$ cat src/hdl/tcs_pkg.sv
// ============================================================================
// tcs_pkg
// Shared types and character codes for the Tcl-style command splitter.
// ============================================================================
`timescale 1ns / 1ps

package tcs_pkg;

    // Default nesting limit for the brace and bracket counters.
    localparam int unsigned NEST_LIMIT_DEF = 255;

    // Character codes that steer the lexer.
    localparam logic [7:0] CH_HASH   = 8'h23;
    localparam logic [7:0] CH_SEMI   = 8'h3B;
    localparam logic [7:0] CH_LBRACE = 8'h7B;
    localparam logic [7:0] CH_RBRACE = 8'h7D;
    localparam logic [7:0] CH_LBRACK = 8'h5B;
    localparam logic [7:0] CH_RBRACK = 8'h5D;
    localparam logic [7:0] CH_BSLASH = 8'h5C;
    localparam logic [7:0] CH_DQUOTE = 8'h22;
    localparam logic [7:0] CH_NL     = 8'h0A;
    localparam logic [7:0] CH_SPACE  = 8'h20;
    localparam logic [7:0] CH_TAB    = 8'h09;
    localparam logic [7:0] CH_CR     = 8'h0D;

    // One character of script text.
    typedef struct packed {
        logic [7:0] text_byte;
        logic       last_byte;
    } t_in_item;

    // One marked character.
    typedef struct packed {
        logic [7:0] byte_out;
        logic       keep;
        logic       command_end;
        logic       depth_saturated;
    } t_out_item;

endpackage

$ cat src/hdl/tcl_command_splitter_top.sv
// ============================================================================
// tcl_command_splitter_top
// Marks Tcl-style command boundaries in a stream of script characters.
// ============================================================================
`timescale 1ns / 1ps

// The splitter takes one character per clock while the sink does not stall
// and returns it with a keep mark and a command-end mark, one result per
// character, in order. A character is registered on arrival; then the lexer
// state (escape, quote and comment flags, command-start flag, and the brace
// and bracket depth counters) is read and updated by a single level of
// decode logic, and the marked character is written to the output register.
// Throughput is one character per clock as long as the sink does not stall;
// the lexer state update for one character done in combinational logic is what
// sets that figure. When the sink stalls, one character can still be taken
// into the input register before the stall reaches the source. Depth
// counters stop at NEST_LIMIT and flag the character that tried to go past
// it. A character with last_byte set ends the current command and returns
// the lexer to its reset state. Whitespace trimming and empty command
// removal are left to the logic downstream.
module tcl_command_splitter_top #(
    parameter int unsigned NEST_LIMIT = tcs_pkg::NEST_LIMIT_DEF
) (
    input  logic               i_clk,
    input  logic               i_rst_n,
    input  logic               i_in_valid,
    output logic               o_in_stall,
    input  tcs_pkg::t_in_item  i_in_data,
    output logic               o_out_valid,
    input  logic               i_out_stall,
    output tcs_pkg::t_out_item o_out_data
);
    import tcs_pkg::*;

    // Counter width follows the limit so that the limit itself fits.
    localparam int unsigned LVL_W = $clog2(NEST_LIMIT + 1);
    localparam logic [LVL_W-1:0] LIMIT_V = LVL_W'(NEST_LIMIT);
    localparam logic [LVL_W-1:0] LVL_ZERO = '0;
    localparam logic [LVL_W-1:0] LVL_ONE = LVL_W'(1);

    // Input register stage.
    logic     r_in_valid;
    t_in_item r_in_data;

    // Output register stage.
    logic      r_out_valid;
    t_out_item r_out_data;
    t_out_item n_out_data;

    // Lexer state and its next value.
    logic             r_esc,     n_esc;
    logic             r_quote,   n_quote;
    logic             r_comment, n_comment;
    logic             r_start,   n_start;
    logic [LVL_W-1:0] r_brace,   n_brace;
    logic [LVL_W-1:0] r_brack,   n_brack;

    logic out_load;
    logic in_load;
    logic step;

    // The output register takes a new result whenever it is empty or its
    // current result is being transferred out in this cycle.
    assign out_load = !r_out_valid || !i_out_stall;
    // The input register refills whenever its character moves on.
    assign in_load  = !r_in_valid || out_load;
    // The lexer advances exactly once for each character that moves on.
    assign step     = r_in_valid && out_load;

    assign o_in_stall  = !in_load;
    assign o_out_valid = r_out_valid;
    assign o_out_data  = r_out_data;

    // Next-state and result decode for the character in the input register.
    always_comb begin
        logic [7:0] c;
        logic       blank;
        logic       keep;
        logic       cmd_end;
        logic       sat;

        c     = r_in_data.text_byte;
        blank = (c == CH_SPACE) || ((c >= CH_TAB) && (c <= CH_CR));
        keep    = 1'b1;
        cmd_end = 1'b0;
        sat     = 1'b0;

        n_esc     = r_esc;
        n_quote   = r_quote;
        n_comment = r_comment;
        n_start   = r_start;
        n_brace   = r_brace;
        n_brack   = r_brack;

        if (r_comment) begin
            // Everything in a comment is dropped; its newline ends the command.
            keep = 1'b0;
            if (c == CH_NL) begin
                n_comment = 1'b0;
                cmd_end   = 1'b1;
                n_start   = 1'b1;
            end
        end else if (r_esc) begin
            n_esc   = 1'b0;
            n_start = 1'b0;
        end else if (c == CH_BSLASH) begin
            n_esc = 1'b1;
        end else if (!r_quote && (r_brace == LVL_ZERO) && (r_brack == LVL_ZERO)
                     && (c == CH_HASH) && r_start) begin
            n_comment = 1'b1;
            keep      = 1'b0;
        end else if ((c == CH_DQUOTE) && (r_brace == LVL_ZERO)) begin
            n_quote = !r_quote;
            n_start = 1'b0;
        end else begin
            if (!r_quote) begin
                case (c)
                    CH_LBRACE: begin
                        if (r_brace >= LIMIT_V) begin
                            sat = 1'b1;
                        end else begin
                            n_brace = r_brace + LVL_ONE;
                        end
                    end
                    CH_RBRACE: begin
                        if (r_brace != LVL_ZERO) begin
                            n_brace = r_brace - LVL_ONE;
                        end
                    end
                    CH_LBRACK: begin
                        if (r_brack >= LIMIT_V) begin
                            sat = 1'b1;
                        end else begin
                            n_brack = r_brack + LVL_ONE;
                        end
                    end
                    CH_RBRACK: begin
                        if (r_brack != LVL_ZERO) begin
                            n_brack = r_brack - LVL_ONE;
                        end
                    end
                    default: begin
                    end
                endcase
            end
            // A separator counts only at top level, after this character's
            // own depth update.
            if (!r_quote && (n_brace == LVL_ZERO) && (n_brack == LVL_ZERO)
                && ((c == CH_NL) || (c == CH_SEMI))) begin
                keep    = 1'b0;
                cmd_end = 1'b1;
                n_start = 1'b1;
            end else begin
                n_start = r_start && blank;
            end
        end

        // The final character of a text closes the command and starts over.
        if (r_in_data.last_byte) begin
            cmd_end   = 1'b1;
            n_esc     = 1'b0;
            n_quote   = 1'b0;
            n_comment = 1'b0;
            n_start   = 1'b1;
            n_brace   = LVL_ZERO;
            n_brack   = LVL_ZERO;
        end

        n_out_data.byte_out        = c;
        n_out_data.keep            = keep;
        n_out_data.command_end     = cmd_end;
        n_out_data.depth_saturated = sat;
    end

    // Control state and lexer state.
    always_ff @(posedge i_clk) begin
        if (!i_rst_n) begin
            r_in_valid  <= 1'b0;
            r_out_valid <= 1'b0;
            r_esc       <= 1'b0;
            r_quote     <= 1'b0;
            r_comment   <= 1'b0;
            r_start     <= 1'b1;
            r_brace     <= LVL_ZERO;
            r_brack     <= LVL_ZERO;
        end else begin
            if (in_load) begin
                r_in_valid <= i_in_valid;
            end
            if (out_load) begin
                r_out_valid <= r_in_valid;
            end
            if (step) begin
                r_esc     <= n_esc;
                r_quote   <= n_quote;
                r_comment <= n_comment;
                r_start   <= n_start;
                r_brace   <= n_brace;
                r_brack   <= n_brack;
            end
        end
    end

    // Payload registers hold while their stage is stalled.
    always_ff @(posedge i_clk) begin
        if (in_load) begin
            r_in_data <= i_in_data;
        end
        if (step) begin
            r_out_data <= n_out_data;
        end
    end

endmodule

$ cat config.mk
export PLATFORM = sky130hd
export DESIGN_NAME = tcl_command_splitter_top
export DESIGN_NICKNAME = d
export VERILOG_FILES = /design/src/hdl/tcs_pkg.sv /design/src/hdl/tcl_command_splitter_top.sv
export SDC_FILE = /design/constraint.sdc
export NUM_CORES = 1
export LEC_CHECK = 0
export ABC_AREA = 1
export ABC_CLOCK_PERIOD_IN_PS = 2400
export BUFFER_PORTS_ARGS = -buffer_cell sky130_fd_sc_hd__buf_2
export CELL_PAD_IN_SITES_DETAIL_PLACEMENT = 1
export CELL_PAD_IN_SITES_GLOBAL_PLACEMENT = 1
export CORE_MARGIN = 4
export CORE_UTILIZATION = 35
export DETAILED_ROUTE_END_ITERATION = 8
export GPL_ROUTABILITY_DRIVEN = 0
export GPL_TIMING_DRIVEN = 0
export PLACE_DENSITY = 0.74
export SYNTH_ARGS = -nofsm -noshare
export SYNTH_HDL_FRONTEND = slang
export SYNTH_SLANG_ARGS = --single-unit
$ cat constraint.sdc
create_clock -name i_clk -period 2.4 [get_ports i_clk]
set_clock_uncertainty 0.1 [all_clocks]
set_input_delay 0.48 -clock i_clk [delete_from_list [all_inputs] [get_ports i_clk]]
set_output_delay 0.48 -clock i_clk [all_outputs]
set_load 0.01 [all_outputs]
# After elaboration in Yosys (flattened, before gate mapping)
# Cells that the tools add are included.
# totals
input_bits	13
regBits	42
word_cells	141
output_inout_bits	13
# op_classes
n_eq_ne	18
n_reduce_logical	32
n_mux	69
magnitude_cmp	4
add_sub_neg	4
# op_table
operator	count
$mux W8	28
$eq A8 B7 Y1 const B	5
$mux W1	38
$eq A8 B6 Y1 const B	4
$logic_not A8 Y1	4
$pmux W8 S2	2
$add A8 B1 Y8 const B	2
$ge A8 B8 Y1 const B	2
$reduce_bool A8 Y1	2
$sub A8 B1 Y8 const B	2
$reduce_and A6 Y1	2
$logic_and A1 B1 Y1	11
$ne A2 B2 Y1 const B	5
$eq A8 B4 Y1 const B	1
$ge A8 B4 Y1 const B	1
$le A8 B4 Y1 const B	1
$ne A4 B4 Y1 const B	2
$reduce_or A6 Y1	1
$logic_not A1 Y1	5
$logic_or A1 B1 Y1	4
$reduce_and A4 Y1	1
$ne A3 B2 Y1 const B	1
$pmux W1 S2	1
$reduce_and A2 Y1	1
$reduce_bool A2 Y1	1

# Depth between registers and ports, before layout
# Gate-level depths: netlist (run 1).
# depth
ltp_word	20
mapped_depth	20
depth_no_buf	19

# Worst setup path after synthesis (run 1)
# Ideal clock, no wire load.
# synth_path
path_kind	input to register
startpoint	input i_out_stall
endpoint	register r_brace[6]
setup_ps	72
n_path_buf	1
t_arrival_ps	2050
required_ps	2228
slack_ps	178
path_stages	10
cell_sequence	nand2_1 > inv_1 > nor2_1 > inv_1 > a21oi_4 > nand3_2 > inv_2 > buf_6 > nand2_1 > a21oi_1
# synth_between
elab_chain_len	4
# synth_rtl
item	line_no	rtl
start, declared	tcl_command_splitter_top.sv:30	input logic i_out_stall,
$logic_not A1 Y1	tcl_command_splitter_top.sv:64	assign out_load = !r_out_valid || !i_out_stall;
$logic_or A1 B1 Y1	tcl_command_splitter_top.sv:64	
$logic_and A1 B1 Y1	tcl_command_splitter_top.sv:68	assign step = r_in_valid && out_load;
net step	tcl_command_splitter_top.sv:60	logic step;
$reduce_and A6 Y1 (no source line)	-	
end signal, assigned	tcl_command_splitter_top.sv:198	r_brace <= n_brace;
end, declared	tcl_command_splitter_top.sv:55	logic [LVL_W-1:0] r_brace, n_brace;
# The timed path passes the listed nets, and every way through them passes these cells.
# A chain may end at the register's enable or synchronous reset.

# Worst setup path after layout (run 1)
# layout_path
startpoint	register r_in_data (netlist bit n_out_data[3])
endpoint	register r_out_data (netlist bit o_out_data[2]), data pin
# layout_between
elab_chain_len	17
elab_cells_between_ends	37
classes_between	eq/ne: 9; mux: 19; reduce/logical: 9
# layout_rtl
item	line_no	rtl
start, declared	tcl_command_splitter_top.sv:43	t_in_item r_in_data;
start signal, assigned	tcl_command_splitter_top.sv:207	r_in_data <= i_in_data;
$eq A8 B7 Y1	tcl_command_splitter_top.sv:117	case (c)
$pmux W8 S2	tcl_command_splitter_top.sv:117	
$mux W8	tcl_command_splitter_top.sv:116	if (!r_quote) begin
$mux W8	tcl_command_splitter_top.sv:112	end else if ((c == CH_DQUOTE) && (r_brace == LVL_ZERO)) begin
$mux W8	tcl_command_splitter_top.sv:108	end else if (!r_quote && (r_brace == LVL_ZERO) && (r_brack == LVL_ZERO)
$mux W8	tcl_command_splitter_top.sv:106	end else if (c == CH_BSLASH) begin
$mux W8	tcl_command_splitter_top.sv:103	end else if (r_esc) begin
$mux W8	tcl_command_splitter_top.sv:95	if (r_comment) begin
$logic_not A8 Y1	tcl_command_splitter_top.sv:148	if (!r_quote && (n_brace == LVL_ZERO) && (n_brack == LVL_ZERO)
$logic_and A1 B1 Y1 (2 in a row)	tcl_command_splitter_top.sv:148	
$logic_and A1 B1 Y1	tcl_command_splitter_top.sv:149	&& ((c == CH_NL) || (c == CH_SEMI))) begin
$mux W1	tcl_command_splitter_top.sv:148	
$mux W1	tcl_command_splitter_top.sv:112	
$mux W1	tcl_command_splitter_top.sv:108	
$mux W1 (*)	tcl_command_splitter_top.sv:106	
$mux W1 (*)	tcl_command_splitter_top.sv:103	
end signal, assigned	tcl_command_splitter_top.sv:210	r_out_data <= n_out_data;
end, declared	tcl_command_splitter_top.sv:47	t_out_item r_out_data;
# Mark *: on every way between the ends. The rest lies on a longest branch, timed or not. The select of a mux whose other input is x is not followed.

==> out/qor_table.md, run 1 <==
| Group | Result | This run |
|:---|:---|:---|
| final layout | Diode count | 0 |
| synth | Warnings, synthesis | 0 |
| final layout | Post-Layout Inst Area | 3880 um2 |
| place | Placed wire-length estimate after detailed placement | 7460 um |
| timing | Setup repair after global routing missed its margin | yes |
| floorplan | I/O pin total | 26 |
| timing | Post-route worst hold slack | 236 ps |
| synth | Post-synthesis instance area | 3030 um2 |
| final layout | Nets | 545 |
| route | Detailed-router iteration count before antenna repair | 4 |
| clocking | Source-to-sink clock delay at the later pin of the worst-skew pair | 310 ps |
| worst setup path | Cell with the largest stage delay on the worst path | edfxtp_1 |
| final layout | Share of post-route cells with drive strength above 1 | 29.0% |
| clocking | Clock Tree Buf Depth | 2 |
| timing | Hold Fails Final Rpt | 0 |
| synth | Syn_area_per_cell | 6.54 um2 |
| global route | Number of global-route vias before repair | 3332 |
| clocking | H-tree depth reported by CTS | 2 |
| worst setup path | CP arrival | 2400 ps |
| synth | Post-synthesis register bit count | 42 |
| route | Wire length per cell after detailed routing | 16.8 um |
| route | Number of vias after detailed routing | 3271 |
| global route | Wire length of the first global-routing pass | 16300 um |
| worst setup path | Setup CP Type | flip-flop to flip-flop |
| route | Total routed wirelength | 10600 um |
| worst setup path | Crit path buf inv count | 3 |
| worst setup path | Kind of start point of the critical path | flip-flop |
| timing | Part of the cycle the worst path needs | 101% |
| worst setup path | CP top delay family | simple AND/OR/NAND/NOR gates |
| global route | Number of antenna violations at the first check in global routing | 0 |
| timing | Final Slew Violations | 0 |
| timing | Clock period minus worst slack | 2430 ps |
| clocking | CTS Root Buffer Type | clkbuf_8 |
| timing | Slew Limit Headroom | 64.4% |
| outcome | Status | complete, but fails checks |
| pwr | Leakage power of the design | 1.77 nW |
| worst setup path | Critical path capture point type | flip-flop |
| worst setup path | Critical Path Max Stage Delay | 510 ps |
| worst setup path | WP data required | 2370 ps |
| worst setup path | Series of cell instances along the critical path | buf_4 > inv_1 > nand2_1 > nor4_2 > o21ai_1 > nor2_2 > nand3_2 > nor2_2 > nand2_2 > o21bai_1 > inv_1 |
| outcome | Failing checks | setup timing |
| clocking | Clock sinks | 42 |
| floorplan | Y dimension of the die | 101 um |
| floorplan | Initial Util | 36.4% |
| place | Dpl cell area | 3290 um2 |
| timing | Total setup violations reported at the end of the flow | 2 |
| synth | Post-Syn Nets | 483 |
| global route | All-layer global routing usage | 20.0% |
| final layout | Most common cell after layout, fill and taps aside | nand2_1 |
| floorplan | Placeable core region | 8340 um2 |
| global route | Largest net degree at the start of global routing | 17 |
| timing | Fin worst setup slack | -33.2 ps |
| place | Buffers added on ports | 25 |
| route | DRC violations left | 0 |
| final layout | Area overhead of the layout relative to synthesis | 27.8% |
| synth | Share of the yosys chip area belonging to registers | 34.3% |
| synth | Number of distinct library cell variants in the gate-level netlist after synthesis | 40 |
| worst setup path | Maximum fanout encountered on the critical timing path | 5 |
| clocking | CTS tree | yes |
| timing | Transition time of the tightest slew-check pin | 534 ps |
| floorplan | Rows | 33 |
| worst hold path | Hold WC Path Type | input pin to flip-flop |
| synth | Cell count after synthesis | 464 |
| timing | Fmax | 0.411 GHz |
| global route | Remaining global-route overflow | 0 |
| final layout | Most frequent cells in the layout | 142 x nand2_1, 43 x inv_1, 40 x nor2_1 |
| route | Via density per instance | 5.18 |
| route | Number of design-rule violations left by the first detailed-router iteration | 136 |
| job | Count of max-cap constraint violations | 0 |
| clocking | Clock-pin transition on the worst setup and hold timing paths | 110 ps |
| clocking | Clock buffer count from CTS | 5 |
| floorplan | Total die area | 10200 um2 |
| pwr | Max rail drop VDD | 228 uV |
| floorplan | DIE WIDTH | 101 um |
| route | Final antenna-violating net count | 0 |
| pwr | Power per standard cell area | 388 nW/um2 |
## kinds of logic (layout without fill, tap and decap cells)
family | after synthesis | in the layout | synth area share (%)
AOI/OAI and AO/OA | 54 | 54 | 11.1
xor gates and xnor gates | 3 | 3 | 0.866
adders and majority gates | 6 | 6 | 2.48
buffers and inverters | 71 | 134 | 10.0
DFF | 42 | 42 | 34.3
and+or+nand+nor | 288 | 288 | 41.3
## routing by layer
layer  global-route usage, %  vias to the layer above  wire length [um]
met5                       0                        -                 0
met4                    8.08                        0               201
met3                    2.98                       14               284
met2                    34.2                       53              5420
met1                    25.1                     1581              4680
li1                        -                     1623                 -
## where the power goes
| part | switching (mW) | total [mW] | internal [mW] |
|---|---|---|---|
| Clock | 0.302 | 0.518 | 0.217 |
| Combinational | 0.120 | 0.195 | 0.0758 |
| Sequential | 0.0194 | 0.790 | 0.770 |
| Total | 0.440 | 1.50 | 1.06 |
## sequential cells by signal, summed over array words and instances (netlist names)
| register | count |
|---|---|
| r_comment | 1 |
| o_out_valid | 1 |
| n_out_data | 8 |
| r_esc | 1 |
| r_start | 1 |
| r_in_valid | 1 |
| r_brack | 8 |
| r_brace | 8 |
| r_in_data | 1 |
| r_quote | 1 |
| o_out_data | 11 |
## area by class of cell
type                       count  area (um2)
sequential                    42        1050
buffer                        13        92.6
fill                        1113        4460
clock inverter                 3        26.3
tap                          105         131
inverter                      58         229
multi-input combinational    351        1890
timing repair buffer          55         379
clock buffer                   5        68.8
## worst paths after layout
| check | start | to | slack (ps) | depth (start not counted) |
|---|---|---|---|---|
| max | n_out_data[3]$_DFFE_PN_ | o_out_data[2]$_SDFFCE_PP0P_ | -30 | 11 |
| min | i_in_data[4] | n_out_data[6]$_DFFE_PN_ | 240 | 1 |
| max reg2reg | n_out_data[3]$_DFFE_PN_ | o_out_data[2]$_SDFFCE_PP0P_ | -30 | 11 |
| min reg2reg | r_brack[1]$_SDFFE_PN0P_ | r_brack[1]$_SDFFE_PN0P_ | 410 | 2 |
## worst register-to-register path, delay by kind of cell (launching register included)
kind	cells	cell delay, ps
DFF	1	510
buffers and inverters	3	310
AOI/OAI and AO/OA	2	290
and+or+nand+nor	6	990
## metrics by stage
stage	instances	TNS [ps]	power (mW)	utilization (%)	setup slack, ps
after floorplan	464	0	0.884	-	178
after global placement	594	-7300	0.930	39.4	-472
after detailed placement	594	-9770	0.938	39.4	-629
after CTS	610	-11.3	1.46	41.8	-8.33
after global routing	632	-598	1.56	46.5	-119
final	632	-33.6	1.50	46.5	-33.2
## Yosys cell counts
library cell | count | area, um2
a21oi_2 | 2 | 17.5
inv_1 | 51 | 191
buf_4 | 2 | 15.0
nand3_1 | 39 | 195
nand4_1 | 8 | 50.1
o21a_1 | 1 | 7.51
clkinv_1 | 1 | 3.75
dfxtp_1 | 22 | 440
buf_2 | 6 | 30.0
o311ai_0 | 1 | 8.76
o21ai_0 | 15 | 75.1
buf_6 | 3 | 33.8
ha_1 | 6 | 75.1
nor3_4 | 1 | 16.3
nor4_2 | 1 | 12.5
nand2_2 | 4 | 25.0
nand3b_1 | 1 | 7.51
o21ai_4 | 1 | 16.3
nor4_1 | 3 | 18.8
nor2_1 | 54 | 203
a21oi_1 | 23 | 115
nor2_2 | 9 | 56.3
a22oi_1 | 3 | 22.5
clkbuf_1 | 2 | 7.51
xnor2_1 | 1 | 8.76
edfxtp_1 | 20 | 601
nor3_2 | 1 | 10.0
a211oi_1 | 2 | 15.0
nor3_1 | 5 | 25.0
nor2_4 | 1 | 11.3
or2_0 | 1 | 6.26
a21oi_4 | 1 | 16.3
o21bai_1 | 1 | 7.51
nand2_1 | 158 | 593
o211ai_1 | 1 | 7.51
xor2_1 | 2 | 17.5
inv_2 | 6 | 22.5
nand2_4 | 1 | 11.3
nand3_2 | 1 | 10.0
a2bb2oi_1 | 3 | 26.3
## repair_timing
item                                    CTS  global route
endpoints found under the setup margin   20            19
buffers inserted                          8            20
pin swaps                                 1            24
cloned                                    0             2
gates resized for setup                  16            69
hold buffers                              0             0
endpoints found under the hold margin     0             0
No activity file was read; power rests on OpenSTA's default activity.
==> run 2: changes to the inputs <==
--- a/config.mk
+++ b/config.mk
@@ -5,7 +5,7 @@
 export SDC_FILE = /design/constraint.sdc
 export NUM_CORES = 1
 export LEC_CHECK = 0
-export ABC_AREA = 1
+export ABC_AREA = 0
 export ABC_CLOCK_PERIOD_IN_PS = 2400
 export BUFFER_PORTS_ARGS = -buffer_cell sky130_fd_sc_hd__buf_2
 export CELL_PAD_IN_SITES_DETAIL_PLACEMENT = 1
@@ -15,7 +15,7 @@
 export DETAILED_ROUTE_END_ITERATION = 8
 export GPL_ROUTABILITY_DRIVEN = 0
 export GPL_TIMING_DRIVEN = 0
-export PLACE_DENSITY = 0.74
+export PLACE_DENSITY = 0.7
 export SYNTH_ARGS = -nofsm -noshare
 export SYNTH_HDL_FRONTEND = slang
 export SYNTH_SLANG_ARGS = --single-unit
==> out/qor_table.md, run 2 <==
| Group | Result | This run |
|:---|:---|:---|
| worst setup path | CP arrival | 3260 ps |
| clocking | CTS Root Buffer Type | clkbuf_8 |
| clocking | Clock sinks | 42 |
| place | Placed wire-length estimate after detailed placement | 7210 um |
| final layout | Share of post-route cells with drive strength above 1 | 26.9% |
| clocking | Clock buffer count from CTS | 5 |
| timing | Fmax | 0.303 GHz |
| worst setup path | Setup CP Type | flip-flop to flip-flop |
| timing | Setup repair after global routing missed its margin | yes |
| floorplan | Initial Util | 36.3% |
| synth | Most frequent cell after synthesis | nand2_1 |
| synth | Post-Syn Nets | 372 |
| worst setup path | CP top delay family | simple AND/OR/NAND/NOR gates |
| timing | Post-route worst hold slack | 233 ps |
| pwr | Max rail drop VDD | 255 uV |
| synth | Number of distinct library cell variants in the gate-level netlist after synthesis | 63 |
| synth | Syn_area_per_cell | 8.53 um2 |
| floorplan | I/O pin total | 26 |
| clocking | CTS tree | yes |
| synth | Post-synth top area cell | edfxtp_1 |
| clocking | Clock Tree Buf Depth | 2 |
| job | Count of max-cap constraint violations | 0 |
| worst setup path | Critical Path Max Stage Delay | 530 ps |
| timing | Clock period minus worst slack | 3300 ps |
| synth | Cell count after synthesis | 353 |
| route | Wire length per cell after detailed routing | 19.9 um |
| synth | Post-synthesis register bit count | 42 |
| floorplan | Rows | 33 |
| route | Final antenna-violating net count | 0 |
| floorplan | DIE WIDTH | 101 um |
| global route | All-layer global routing usage | 20.4% |
| route | Total routed wirelength | 10200 um |
| worst hold path | Hold WC Path Type | input pin to flip-flop |
| timing | Total setup violations reported at the end of the flow | 22 |
| global route | Remaining global-route overflow | 0 |
| pwr | Leakage power of the design | 1.33 nW |
| final layout | Diode count | 0 |
| final layout | Non-Filler Instances | 510 |
| worst setup path | WP data required | 2370 ps |
| place | Buffers added on ports | 25 |
| outcome | Status | complete, but fails checks |
| global route | Wire length of the first global-routing pass | 16400 um |
| synth | Most used standard cells in the synthesized netlist | 24 x nand2_1, 22 x dfxtp_1, 21 x a21oi_1 |
| timing | Final Slew Violations | 0 |
| clocking | H-tree depth reported by CTS | 2 |
| route | DRC violations left | 0 |
| synth | Post-synthesis instance area | 3010 um2 |
| synth | Fraction of synthesis flops using an asynchronous set or reset pin | 0% |
| global route | Number of global-route vias before repair | 3058 |
| worst setup path | Series of cell instances along the critical path | buf_8 > inv_6 > ha_4 > or4b_1 > o211ai_1 > buf_4 > a21oi_2 > xnor2_1 > or4_1 > or4_4 > o221a_1 |
| worst setup path | Maximum fanout encountered on the critical timing path | 3 |
| synth | Most area-consuming cells after synthesis | edfxtp_1 20%, dfxtp_1 15%, a21oi_1 3.5%, a21boi_1 3.2%, nand2_1 3.0% |
| timing | Slew Limit Headroom | 41.9% |
| floorplan | Y dimension of the die | 101 um |
| worst setup path | Kind of start point of the critical path | flip-flop |
| route | Via density per instance | 5.99 |
| route | Detailed-router iteration count before antenna repair | 4 |
| timing | Fin worst setup slack | -896 ps |
| clocking | Number of hold buffers added after CTS | 0 |
| floorplan | Placeable core region | 8300 um2 |
| route | Number of vias after detailed routing | 3057 |
| place | Total instance count after detailed placement | 483 |
| worst setup path | Cell with the largest stage delay on the worst path | or4_1 |
| final layout | Most common cell after layout, fill and taps aside | buf_2 |
| pwr | PnR Total Power | 1.46 mW |
| final layout | Nets | 423 |
| place | Post-placement worst setup slack | -1210 ps |
| final layout | Most frequent cells in the layout | 30 x buf_2, 24 x buf_4, 23 x nand2_1 |
| timing | Hold Fails Final Rpt | 0 |
| synth | Most used DFF post-synth | dfxtp_1 |
| global route | Largest net degree at the start of global routing | 17 |
| synth | Share of the yosys chip area belonging to registers | 34.6% |
| synth | Area share of the largest cell type after synthesis | 19.9% |
| timing | Transition time of the tightest slew-check pin | 865 ps |
| pwr | Power per standard cell area | 395 nW/um2 |
| worst setup path | Crit path buf inv count | 3 |
| final layout | Flip-flop count of the largest register, all copies and words added | 11 |
| outcome | Failing checks | setup timing |
| synth | Warnings, synthesis | 0 |
| clocking | Clock-pin transition on the worst setup and hold timing paths | 100 ps |
| floorplan | Total die area | 10200 um2 |
| route | Number of design-rule violations left by the first detailed-router iteration | 143 |
| timing | Part of the cycle the worst path needs | 137% |
| worst setup path | Critical path capture point type | flip-flop |
| final layout | Area overhead of the layout relative to synthesis | 22.7% |
| synth | Number of enable flip-flop cells after synthesis | 20 |
| clocking | Source-to-sink clock delay at the later pin of the worst-skew pair | 310 ps |
| global route | Number of antenna violations at the first check in global routing | 0 |
[run 2: area by class of cell]
cell class,instances,area (um2)
Fill cell,1012,4600
Multi-Input combinational cell,268,1920
Sequential cell,42,1050
Timing Repair Buffer,47,294
Buffer,25,143
Tap cell,105,131
Clock buffer,5,68.8
Inverter,15,63.8
Clock inverter,3,28.8
[run 2: cell families after synthesis]
| kind of cell | share of synthesized area, % |
|---|---|
| flip-flops | 34.6 |
| AND/OR/NAND/NOR | 31.5 |
| buffers and inverters | 5.82 |
| multiplexers | 1.70 |
| AO/OA/AOI/OAI | 22.5 |
| adder cells (fa/ha/maj) | 2.49 |
| XOR/XNOR | 1.45 |
[run 2: stage by stage]
step	area [um2]	utilization, %	setup TNS, ps
after global routing	3700	44.5	-14860
after detailed placement	3300	39.8	-17000
after floorplan	3050	-	-4400
after global placement	3300	39.8	-16170
final	3700	44.5	-11930
after CTS	3560	42.9	-11490
[run 2: what timing repair did]
item                       CTS  global route
resized for setup           19            27
pin swaps                    8             8
setup endpoints to repair   22            22
setup buffers               13             9
[run 2: path summary, 6_finish.rpt]
check / from / endpoint / slack [ps] / cells after the start
min: i_in_data[1] / n_out_data[3]$_DFFE_PN_ / 230 / 1
max: r_brace[1]$_SDFFE_PN0P_ / o_out_data[2]$_SDFFCE_PP0P_ / -900 / 11
min reg2reg: n_out_data[4]$_DFFE_PN_ / o_out_data[4]$_DFFE_PP_ / 370 / 0
max reg2reg: r_brace[1]$_SDFFE_PN0P_ / o_out_data[2]$_SDFFCE_PP0P_ / -900 / 11
[run 2: report_power, final]
group	switching, mW	internal, mW
Clock	0.301	0.218
Combinational	0.0916	0.0648
Sequential	0.0125	0.771
[run 2: layer usage]
layer  track usage, %  wire length (um)  vias to the layer above
li1                 -                 -                     1466
met1             28.5              4690                     1519
met2             33.4              4960                       58
met3             3.25               425                       14
met4             3.83                97                        0
met5                0                 0                        -
